## src/rtl/assert_macros.svh

```systemverilog
// ----------------------------------------------------------------------------
// Assertion macros
// Shared helpers for the concurrent checks of the translator RTL.
// ----------------------------------------------------------------------------
`ifndef ASSERT_MACROS_SVH
`define ASSERT_MACROS_SVH

// Checks a property on every rising clock edge outside reset.
`define PTW_ASSERT(label, prop, msg) \
  label: assert property (@(posedge clk) disable iff (!rst_n) prop) else $error(msg);

// Checks that a condition never holds outside reset.
`define PTW_NEVER(label, cond, msg) \
  label: assert property (@(posedge clk) disable iff (!rst_n) !(cond)) else $error(msg);

`endif

```

## src/rtl/ptw_pkg.sv

```systemverilog
// ----------------------------------------------------------------------------
// ptw_pkg
// Types and constants shared by the page table walk translator.
// ----------------------------------------------------------------------------
package ptw_pkg;

  localparam logic OP_WRITE     = 1'b0;
  localparam logic OP_TRANSLATE = 1'b1;

  localparam logic [2:0] ST_KERNEL  = 3'd0;
  localparam logic [2:0] ST_DIRECT  = 3'd1;
  localparam logic [2:0] ST_PAGE_4K = 3'd2;
  localparam logic [2:0] ST_PAGE_2M = 3'd3;
  localparam logic [2:0] ST_FAULT   = 3'd4;

  localparam logic [2:0] CFG_KERNEL_VIRT_BASE  = 3'd0;
  localparam logic [2:0] CFG_KERNEL_PHYS_BASE  = 3'd1;
  localparam logic [2:0] CFG_KERNEL_WINDOW_LEN = 3'd2;
  localparam logic [2:0] CFG_DIRECT_MAP_BASE   = 3'd3;
  localparam logic [2:0] CFG_ROOT_TABLE_ADDR   = 3'd4;

  localparam logic [1:0] LVL_PML4 = 2'd3;
  localparam logic [1:0] LVL_PDPT = 2'd2;
  localparam logic [1:0] LVL_PD   = 2'd1;
  localparam logic [1:0] LVL_PT   = 2'd0;

  localparam int BIT_PRESENT = 0;
  localparam int BIT_LARGE   = 7;

  typedef struct packed {
    logic        op;
    logic [63:0] virt_addr;
    logic [11:0] word_index;
    logic [63:0] word_data;
  } in_item_t;

  typedef struct packed {
    logic [51:0] phys_addr;
    logic [2:0]  status;
  } out_item_t;

  typedef struct packed {
    logic [63:0] kernel_virt_base;
    logic [51:0] kernel_phys_base;
    logic [48:0] kernel_window_len;
    logic [63:0] direct_map_base;
    logic [51:0] root_table_addr;
  } cfg_regs_t;

  typedef enum logic [1:0] {
    CMD_WRITE,
    CMD_DONE,
    CMD_WALK
  } cmd_kind_t;

  typedef struct packed {
    cmd_kind_t   kind;
    logic [51:0] phys_addr;
    logic [2:0]  status;
    logic [47:0] virt_addr;
    logic [11:0] word_index;
    logic [63:0] word_data;
  } cmd_t;

  typedef enum logic {
    BK_IDLE,
    BK_WALK
  } back_state_t;

endpackage

```

## src/rtl/ptw_front.sv

```systemverilog
// ----------------------------------------------------------------------------
// ptw_front
// Accepts items, checks the kernel and direct-map windows and queues commands.
// ----------------------------------------------------------------------------
module ptw_front #(
  parameter logic [63:0] DIRECT_WINDOW_BYTES = 64'd4294967296
) (
  input  logic               clk,
  input  logic               rst_n,
  input  logic               in_valid,
  output logic               in_stall,
  input  ptw_pkg::in_item_t  in_item,
  input  ptw_pkg::cfg_regs_t cfg,
  input  logic               q_full,
  output logic               q_push,
  output ptw_pkg::cmd_t      q_cmd
);
  import ptw_pkg::*;

  logic        a_valid_r, a_valid_nxt;
  in_item_t    a_item_r;
  logic [64:0] a_dk_r, a_dd_r;
  logic        accept, k_hit, d_hit;

  assign q_push   = a_valid_r && !q_full;
  assign in_stall = a_valid_r && !q_push;
  assign accept   = in_valid && !in_stall;

  always_comb begin
    a_valid_nxt = a_valid_r;
    if (accept) begin
      a_valid_nxt = 1'b1;
    end else if (q_push) begin
      a_valid_nxt = 1'b0;
    end
  end

  always_ff @(posedge clk) begin
    if (!rst_n) begin
      a_valid_r <= 1'b0;
    end else begin
      a_valid_r <= a_valid_nxt;
    end
  end

  // Each subtraction keeps its borrow in the top bit, set when the address is below the base.
  always_ff @(posedge clk) begin
    if (accept) begin
      a_item_r <= in_item;
      a_dk_r   <= {1'b0, in_item.virt_addr} - {1'b0, cfg.kernel_virt_base};
      a_dd_r   <= {1'b0, in_item.virt_addr} - {1'b0, cfg.direct_map_base};
    end
  end

  assign k_hit = !a_dk_r[64] && (a_dk_r[63:0] < {15'd0, cfg.kernel_window_len});
  assign d_hit = !a_dd_r[64] && (a_dd_r[63:0] < DIRECT_WINDOW_BYTES);

  always_comb begin
    q_cmd            = '0;
    q_cmd.virt_addr  = a_item_r.virt_addr[47:0];
    q_cmd.word_index = a_item_r.word_index;
    q_cmd.word_data  = a_item_r.word_data;
    if (a_item_r.op == OP_WRITE) begin
      q_cmd.kind = CMD_WRITE;
    end else if (k_hit) begin
      q_cmd.kind      = CMD_DONE;
      q_cmd.phys_addr = a_dk_r[51:0] + cfg.kernel_phys_base;
      q_cmd.status    = ST_KERNEL;
    end else if (d_hit) begin
      q_cmd.kind      = CMD_DONE;
      q_cmd.phys_addr = a_dd_r[51:0];
      q_cmd.status    = ST_DIRECT;
    end else begin
      q_cmd.kind = CMD_WALK;
    end
  end

endmodule

```

## config.mk

```make
export PLATFORM = sky130hd
export DESIGN_NAME = ptw_front
export DESIGN_NICKNAME = d
export VERILOG_FILES = /design/src/rtl/assert_macros.svh /design/src/rtl/ptw_pkg.sv /design/src/rtl/ptw_front.sv
export SDC_FILE = /design/constraint.sdc
export NUM_CORES = 1
export LEC_CHECK = 0
export BUFFER_PORTS_ARGS = -buffer_cell sky130_fd_sc_hd__buf_2
export CAP_MARGIN = 10
export CORE_AREA = 2 2 236 238
export DETAILED_ROUTE_END_ITERATION = 7
export DIE_AREA = 0 0 238 240
export GPL_ROUTABILITY_DRIVEN = 0
export HOLD_SLACK_MARGIN = 0.12
export SYNTH_ARGS = -nofsm -noshare
export SYNTH_HDL_FRONTEND = slang
export SYNTH_SLANG_ARGS = --single-unit
```

## constraint.sdc

```tcl
create_clock -name clk -period 14.6 [get_ports clk]
set_clock_uncertainty 0.05 [all_clocks]
set_input_delay 1.46 -clock clk [delete_from_list [all_inputs] [get_ports clk]]
set_output_delay 1.46 -clock clk [all_outputs]
set_load 0.01 [all_outputs]
```

==> metrics.cfg <==
[run_status]
outcome=finished clean

[hold_path]
holdPathStages=2
worst_hold_path.endpoint=a_valid_r
min_from=a_valid_r
hold_class=flop to flop

[critical_path]
cp_data_arrival_time_ns=5.54
rrSetupSlack_ns=11.97
reg2reg_to=a_dd_r[7]
worstReg2RegStart=a_valid_r
endpoint_kind=output port
required_ns=13.09
path_class=input port to output port
cp_max_fo=31
start_kind=input port
r2r_cells=3

[finish]
drive_gt1_share_pct=24.2
n_fill_cell=5341
syn_to_final_growth_pct=17.7
final_nets=3304
design_area_um2=24600

[synthesis]
synth_most_common_cell=edfxtp_1
synthesis.area_um2=20900
synthTopCellsByArea=edfxtp_1 37%, ha_1 14%, a21oi_1 5.2%, xnor2_1 4.6%, buf_4 4.5%
synthDistinctLibCells=80
yosysWarnings=0
synth_cells=2230
synth_edf_count=255
synth_commonest_cells=255 x edfxtp_1, 239 x inv_1, 227 x ha_1
synth-main-ff-cell=edfxtp_1
syn_avg_cell_area_um2=9.39
ys_seq_area_share_pct=36.7
synth-seq-cells=256
synth.largest_area_cell=edfxtp_1
async_flop_share_pct=0
synth.top_cell.area_share_pct=36.6

[clocking]
clock_sinks=256
cts_tree=done
cts_buffers=35
clock_path_buffers=3
cts_hold_buf=0
htree_levels=2
clock_latency_ns=0.54
ctsRootBufferMaster=clkbuf_16
post-cts-setup-buffers=0
clk_pin_slew_worst_paths_ns=0.05
cts_resized=0

[job]
max-cap-violations=0

[pwr]
ir_worst_vdd_mv=0.126
powerDensity_nw_per_um2=105
p_total_mw=2.60
p_leak_nw=11.8

[detailed_routing]
wl_per_cell_um=20.0
drt_iter0_markers=1251
drt_wl_total_um=67800
antenna_left=0
vias=18079
via_per_inst=5.34
drtPass1Iterations=7
drc_errors=0

[floorplanning]
die_area_um2=57100
die_w_um=238
io_pins=609
initial_core_util_pct=38.3
core_area_um2=54700
row_count=86
die_y_um=240

[global_routing]
antenna_found_initial=12
overflow=0
grt_pass1_vias=17552
grt_pass1_wl_um=99100
grt_max_degree=168
track_usage_pct=22.7

[sta]
relSlewSlack_pct=19.0
drv_slew=0
rsz0062_at_grt=false
timing.final.ws_setup_ns=7.55
post-route-min-period_ns=7.05
tightest_slew_ns=1.22
tns_ns=0
final_hold_viol_count=0
clock.fmax_mhz=142
setup_viol=0
finalCritPeriodShare_pct=48.3

[placed_design]
dp_hpwl_um=56300
post_dp_cell_area_um2=23500
port_buffers=554
dp_worst_setup_slack_ns=7.43

[placed cells by master, fill, tap and decap left out, types with 6 or more instances in the layout]
cell type | synthesis | layout
a221oi_2 | 6 | 6
clkinv_2 | 0 | 8
and2_1 | 13 | 13
mux2i_1 | 27 | 27
xor2_1 | 57 | 57
edfxtp_1 | 255 | 255
nand2b_1 | 20 | 20
inv_1 | 239 | 239
xnor2_1 | 110 | 110
nor3_1 | 22 | 22
nor4_1 | 16 | 16
o31ai_1 | 7 | 7
nor2_1 | 139 | 139
ha_1 | 227 | 227
o21ai_0 | 112 | 112
or3_1 | 6 | 6
o211ai_1 | 16 | 16
nor2b_1 | 30 | 29
a211oi_1 | 9 | 9
o22ai_1 | 6 | 6
a221o_1 | 6 | 6
a21o_1 | 104 | 104
o21bai_1 | 35 | 35
nand4_1 | 43 | 43
buf_2 | 5 | 554
clkbuf_16 | 0 | 35
diode_2 | 0 | 8
nand3_1 | 40 | 40
o21a_1 | 25 | 25
a21oi_1 | 218 | 218
and3_1 | 24 | 24
o2bb2ai_1 | 6 | 6
a31oi_1 | 18 | 18
nand2_1 | 117 | 117
a21boi_0 | 8 | 8
[kinds of logic after synthesis]
group           synth area share [%]
compound gates                  19.8
simple gates                    11.6
buf+inv                         9.80
flops                           36.7
fa+ha+maj                       13.8
xor+xnor                        6.98
mux                             1.29
other cells                   0.0179
[routing by layer]
layer	up-vias	share of wire (%)	track usage (%)
met5	-	0.077	0
met1	8500	44	29.1
met2	659	47	38.3
met4	8	3.6	9.22
met3	121	6.0	3.44
li1	8791	-	-
[through the flow]
| step | hold WS (ns) | util (%) | cells |
|---|---|---|---|
| floorplan | 0.581 | - | 2231 |
| global placement | 0.580 | 43.0 | 3315 |
| detailed placement | 0.613 | 43.0 | 3315 |
| CTS | 0.627 | 45.0 | 3376 |
| global route | 0.687 | 45.1 | 3382 |
| finish | 0.624 | 45.1 | 3384 |
[layout make-up]
class / count / area (um^2) / area share, %
clock inverters: 25 / 248 / 1.01
flip-flops and latches: 256 / 7680 / 31.2
multi-input cells: 1558 / 11200 / 45.5
diodes: 8 / 20.0 / 0.0812
clock buffers: 36 / 880 / 3.57
repair buffers: 558 / 2820 / 11.4
inverters: 239 / 897 / 3.64
well taps: 704 / 881 / 3.57
[sequential cells by signal, summed over array words and instances (netlist names)]
name,flops
a_valid_r,1
a_dd_r,65
a_dk_r,65
q_cmd,124
a_item_r,1
[where the power goes]
part	internal, mW	switching [mW]
clock	0.512	0.346
combinational	0.325	0.469
sequential	0.910	0.0356
[worst max path at each step]
stage | endpoint | startpoint | slack (ns)
2_1_floorplan | a_dd_r[0] | q_full | 0.77
3_3_place_gp | q_cmd[158] | cfg[162] | 7.51
3_5_place_dp | q_cmd[158] | cfg[162] | 7.43
4_1_cts | q_cmd[158] | cfg[162] | 7.41
5_1_grt | q_cmd[158] | cfg[162] | 7.05
6_report | q_cmd[172] | cfg[162] | 7.55
[critical path: stages]
cell and delay [ns]:
buf_2 0.08, inv_1 0.03, ha_1 0.29, and3_1 0.17, nand4_1 0.16, nor4_1 0.73
nand3_1 0.15, a21oi_1 0.19, o21ai_0 0.17, nand3_1 0.12, a211o_1 0.13, a31o_2 0.10
buf_4 0.40, or2_1 0.88, nor3_1 0.20, buf_2 0.21
Power figures use the tool's default switching activity.
