## src/rtl/assert_macros.svh

```systemverilog
// ----------------------------------------------------------------------------
// Assertion macros
// Shared helpers for the concurrent checks of the translator RTL.
// ----------------------------------------------------------------------------
`ifndef ASSERT_MACROS_SVH
`define ASSERT_MACROS_SVH

// Checks a property on every rising clock edge outside reset.
`define PTW_ASSERT(label, prop, msg) \
  label: assert property (@(posedge clk) disable iff (!rst_n) prop) else $error(msg);

// Checks that a condition never holds outside reset.
`define PTW_NEVER(label, cond, msg) \
  label: assert property (@(posedge clk) disable iff (!rst_n) !(cond)) else $error(msg);

`endif

```

## src/rtl/ptw_pkg.sv

```systemverilog
// ----------------------------------------------------------------------------
// ptw_pkg
// Types and constants shared by the page table walk translator.
// ----------------------------------------------------------------------------
package ptw_pkg;

  localparam logic OP_WRITE     = 1'b0;
  localparam logic OP_TRANSLATE = 1'b1;

  localparam logic [2:0] ST_KERNEL  = 3'd0;
  localparam logic [2:0] ST_DIRECT  = 3'd1;
  localparam logic [2:0] ST_PAGE_4K = 3'd2;
  localparam logic [2:0] ST_PAGE_2M = 3'd3;
  localparam logic [2:0] ST_FAULT   = 3'd4;

  localparam logic [2:0] CFG_KERNEL_VIRT_BASE  = 3'd0;
  localparam logic [2:0] CFG_KERNEL_PHYS_BASE  = 3'd1;
  localparam logic [2:0] CFG_KERNEL_WINDOW_LEN = 3'd2;
  localparam logic [2:0] CFG_DIRECT_MAP_BASE   = 3'd3;
  localparam logic [2:0] CFG_ROOT_TABLE_ADDR   = 3'd4;

  localparam logic [1:0] LVL_PML4 = 2'd3;
  localparam logic [1:0] LVL_PDPT = 2'd2;
  localparam logic [1:0] LVL_PD   = 2'd1;
  localparam logic [1:0] LVL_PT   = 2'd0;

  localparam int BIT_PRESENT = 0;
  localparam int BIT_LARGE   = 7;

  typedef struct packed {
    logic        op;
    logic [63:0] virt_addr;
    logic [11:0] word_index;
    logic [63:0] word_data;
  } in_item_t;

  typedef struct packed {
    logic [51:0] phys_addr;
    logic [2:0]  status;
  } out_item_t;

  typedef struct packed {
    logic [63:0] kernel_virt_base;
    logic [51:0] kernel_phys_base;
    logic [48:0] kernel_window_len;
    logic [63:0] direct_map_base;
    logic [51:0] root_table_addr;
  } cfg_regs_t;

  typedef enum logic [1:0] {
    CMD_WRITE,
    CMD_DONE,
    CMD_WALK
  } cmd_kind_t;

  typedef struct packed {
    cmd_kind_t   kind;
    logic [51:0] phys_addr;
    logic [2:0]  status;
    logic [47:0] virt_addr;
    logic [11:0] word_index;
    logic [63:0] word_data;
  } cmd_t;

  typedef enum logic {
    BK_IDLE,
    BK_WALK
  } back_state_t;

endpackage

```

## src/rtl/ptw_queue.sv

```systemverilog
// ----------------------------------------------------------------------------
// ptw_queue
// Two-entry command queue between the classifying front and the walking back.
// ----------------------------------------------------------------------------
`include "assert_macros.svh"

module ptw_queue (
  input  logic          clk,
  input  logic          rst_n,
  input  logic          push,
  input  ptw_pkg::cmd_t push_cmd,
  output logic          full,
  input  logic          pop,
  output logic          valid,
  output ptw_pkg::cmd_t head
);
  import ptw_pkg::*;

  cmd_t       mem_r [2];
  logic       wr_ptr_r, wr_ptr_nxt;
  logic       rd_ptr_r, rd_ptr_nxt;
  logic [1:0] cnt_r, cnt_nxt;

  assign full  = (cnt_r == 2'd2);
  assign valid = (cnt_r != 2'd0);
  assign head  = mem_r[rd_ptr_r];

  always_comb begin
    wr_ptr_nxt = push ? !wr_ptr_r : wr_ptr_r;
    rd_ptr_nxt = pop ? !rd_ptr_r : rd_ptr_r;
    cnt_nxt    = cnt_r + 2'(push) - 2'(pop);
  end

  always_ff @(posedge clk) begin
    if (!rst_n) begin
      wr_ptr_r <= 1'b0;
      rd_ptr_r <= 1'b0;
      cnt_r    <= 2'd0;
    end else begin
      wr_ptr_r <= wr_ptr_nxt;
      rd_ptr_r <= rd_ptr_nxt;
      cnt_r    <= cnt_nxt;
    end
  end

  always_ff @(posedge clk) begin
    if (push) begin
      mem_r[wr_ptr_r] <= push_cmd;
    end
  end

  `PTW_NEVER(a_push_full, push && full, "Command pushed into a full queue.")
  `PTW_NEVER(a_pop_empty, pop && !valid, "Command popped from an empty queue.")
  `PTW_ASSERT(a_cnt_bound, cnt_r != 2'd3, "Queue count out of range.")

endmodule

```

## config.mk

```make
export PLATFORM = sky130hd
export DESIGN_NAME = ptw_queue
export DESIGN_NICKNAME = d
export VERILOG_FILES = /design/src/rtl/ptw_pkg.sv /design/src/rtl/ptw_queue.sv
export VERILOG_INCLUDE_DIRS = /design/src /design/src/rtl
export SDC_FILE = /design/constraint.sdc
export NUM_CORES = 1
export LEC_CHECK = 0
export BUFFER_PORTS_ARGS = -buffer_cell sky130_fd_sc_hd__buf_2
export CORE_MARGIN = 3
export CORE_UTILIZATION = 52
export CTS_BUF_LIST = sky130_fd_sc_hd__clkbuf_4 sky130_fd_sc_hd__clkbuf_8 sky130_fd_sc_hd__clkbuf_16
export DETAILED_ROUTE_END_ITERATION = 8
export HOLD_SLACK_MARGIN = 0.06
export PLACE_DENSITY = 0.77
export SYNTH_ARGS = -nofsm -noshare
export SYNTH_HDL_FRONTEND = slang
export SYNTH_SLANG_ARGS = --single-unit
```

## constraint.sdc

```tcl
create_clock -name clk -period 12.4 [get_ports clk]
set_input_delay 2.48 -clock clk [delete_from_list [all_inputs] [get_ports clk]]
set_output_delay 2.48 -clock clk [all_outputs]
set_load 0.03 [all_outputs]
```

==> summary.txt <==
Synth
  – Flops & latches, synth: 367
  – Area contributors post-synth: edfxtp_1, mux2_4, mux2_2
  – Biggest area consumer among synthesized cells: edfxtp_1
  – Mapped Nets: 771
  – XOR/XNOR Fraction of Synth Area: 0.229%
  – Post-synthesis compound-gate area fraction: 0.0550%
  – Ys Warns: 0
  – Post-Synthesis Cell Area: 13,600 µm²
  – Register area share after synthesis: 80.4%
  – Adder-cell share of the synthesized area: 0.183%
  – Mux cell area share after synthesis: 17.4%
  – Synth Instances: 584
  – Synthesized area per cell: 23.4 µm²
  – Synth top area share: 79.7%
  – Largest family of logic cells by synthesized area: multiplexers
  – Yosys cell types: 14
  – Simple-Gate Fraction of Synth Area: 0.413%

Critical path
  – Critical Path End Type: primary output
  – Critical path class: register to primary output
  – CP Launch Type: register
  – R2R Path Start: wr_ptr_r
  – FF-to-FF End: mem_r[0][72]
  – Crit Path Max Fanout: 57
  – FF-to-FF path depth: 2
  – Worst R2R Setup Slack: 9.98 ns
  – Crit path capture: head[180]
  – Arr. time, crit path: 3.10 ns
  – CP Data Required Time: 9.92 ns

Drt
  – Post-Route WL: 26,700 µm
  – DRC Markers: 0
  – Vias per cell: 5.11
  – 1st-iter DRT viols: 434
  – Vias: 6,831
  – DR pass1 iterations: 7
  – WL/cell: 20.0 µm
  – Final antenna-violating net count: 0

Layout
  – Proportion of layout cells with a drive suffix above 1: 61.4%
  – Layout area overhead: 24.1%
  – Number of fill cells: 1,680
  – Core utilization of the finished layout: 66.5%
  – Layout net count: 1,161
  – Storage cell area: 11,000 µm²
  – Area of the multi-input gates: 2510 µm²

Clocking
  – Clock transition at path regs: 0.06 ns
  – Clock Sinks: 367
  – H-tree levels: 2
  – Clk Tree Root Cell: clkbuf_16
  – Clock buffer count from CTS: 36
  – Skew-Pair Late Insertion Delay: 0.49 ns
  – Post-CTS resize count: 0
  – Setup Fix Bufs, Post-CTS: 0
  – CTS tree: built
  – Max Buffers Root-to-Sink: 3
  – CTS Hold Bufs: 0

Timing
  – Setup TNS: 0 ns
  – F_max: 179 MHz
  – RSZ-0062 raised after global routing: no
  – Final Max Slew Viols: 0
  – Skew final: 0.0104 ns
  – Post-route clock period utilization: 45.0%
  – Max-slew headroom: 26.8%
  – Final Setup Violations: 0
  – Post-layout min period: 5.58 ns
  – Hold Fails Final Rpt: 0
  – Slew @ Worst Pin: 1.10 ns

Worst hold path
  – Worst Hold Class: register to register
  – Hold Crit Start: rd_ptr_r

Global route
  – Largest net degree at the start of global routing: 147
  – Total GRT Usage: 18.0%
  – First-pass GRT wire length: 39,300 µm
  – Remaining Overflow, GRT: 0
  – Initial antenna violation count: 10
  – Vias in the first global route: 7,097

Power and ir drop
  – Switch Pwr: 0.675 mW
  – Clock power frac: 35.3%
  – Combinational group share of total power: 13.8%
  – Net Sw Frac: 23.6%
  – PwrDens: 169 nW/µm²
  – Overall Power: 2.86 mW
  – Part of the power in registers: 50.9%
  – Peak VDD IR: 143 µV
  – Leakage power: 6.56 nW
  – Pint: 2.18 mW

Die
  – Std-Cell Rows: 58
  – Die X: 168 µm
  – Die area: 28,200 µm²
  – Starting Density: 53.6%
  – Core area: 25,500 µm²
  – Die height: 168 µm
  – IO Count: 368

Flow run
  – MaxCap Viol Count: 0

Place
  – Placer congestion estimate: 0.789
  – Hpwl dp: 17,900 µm
  – IO Port Bufs: 367

Run status
  – Run status: completed
==> area by class of cell <==
| type | instances | share of cell area (%) |
|---|---|---|
| Antenna cell | 11 | 0.163 |
| Inverter | 2 | 0.0443 |
| Clock inverter | 11 | 0.458 |
| Multi-Input combinational cell | 195 | 14.8 |
| Tap cell | 330 | 2.44 |
| Timing Repair Buffer | 372 | 11.2 |
| Clock buffer | 49 | 6.04 |
| Sequential cell | 367 | 64.8 |
==> synth_stat cells <==
library cell	instances
and2_1	4
buf_2	9
buf_6	11
dfxtp_1	5
edfxtp_1	362
ha_1	2
inv_1	2
mux2_2	91
mux2_4	90
nor2b_1	4
o21a_1	1
or2_2	1
xnor3_1	1
xor2_1	1
==> layout by cell type, fill, tap and decap left out <==
master and instances:
and2_1 3, and2_4 1, buf_12 2, buf_2 367, buf_4 3, bufinv_16 1, clkbuf_16 37, clkbuf_4 11
clkbuf_8 1, clkinv_1 5, clkinv_2 4, dfxtp_1 4, dfxtp_4 1, diode_2 11, edfxtp_1 362, ha_1 2
inv_1 2, inv_6 1, mux2_2 91, mux2_4 90, nor2b_1 3, nor2b_4 1, o21a_1 1, or2_2 1
xnor3_1 1, xor2_1 1
==> worst min path at each step <==
stage / end / slack [ns] / cells past startpoint
3_3_place_gp: register / 0.56 / 2
2_1_floorplan: register / 0.55 / 2
5_1_grt: register / 0.61 / 2
6_report: register / 0.60 / 2
3_5_place_dp: register / 0.58 / 2
4_1_cts: register / 0.60 / 2
==> metal layers <==
metal | GRT usage (%) | part of all wire (%) | vias to the layer above
li1 | - | - | 3119
met1 | 21.0 | 37 | 3323
met2 | 30.4 | 50 | 324
met3 | 6.20 | 10 | 65
met4 | 7.93 | 3.7 | 0
met5 | 0 | 0 | -
==> logic make-up after synthesis <==
| logic type | Yosys count |
|---|---|
| buffers and inverters | 22 |
| AO/OA/AOI/OAI | 1 |
| multiplexers | 181 |
| flip-flops | 367 |
| adder cells (fa/ha/maj) | 2 |
| XOR/XNOR | 2 |
| AND/OR/NAND/NOR | 9 |
==> per-stage QoR <==
step / setup slack (ns) / cells / hold slack (ns) / instance area, µm²
2_1_floorplan: 1.33 / 584 / 0.555 / 13600
3_3_place_gp: 7.34 / 1266 / 0.556 / 15800
3_5_place_dp: 7.30 / 1266 / 0.584 / 15800
4_1_cts: 6.76 / 1326 / 0.604 / 16900
5_1_grt: 6.65 / 1336 / 0.613 / 16900
6_report: 6.82 / 1337 / 0.605 / 16900
==> flip-flops by register name, summed over array words and instances, names as in the netlist, named ones only <==
| name | cells |
|---|---|
| wr_ptr_r | 1 |
| cnt_r | 2 |
| rd_ptr_r | 1 |
| mem_r | 362 |
==> power groups by stage <==
stage	logic (mW)	clock network (mW)	registers, mW
final	0.395	1.01	1.45
after CTS	0.399	1.03	1.45
after floorplan	0.284	0	1.49
after detailed placement	0.398	0	1.48
after global routing	0.416	1.08	1.46
after global placement	0.393	0	1.48
==> worst max-delay path, stage by stage (launching register included) <==
cell	delay, ns
dfxtp_4	0.49
buf_4	0.80
buf_4	0.69
mux2_2	0.40
buf_2	0.18
Note: power is estimated with default switching activity, not from simulation.
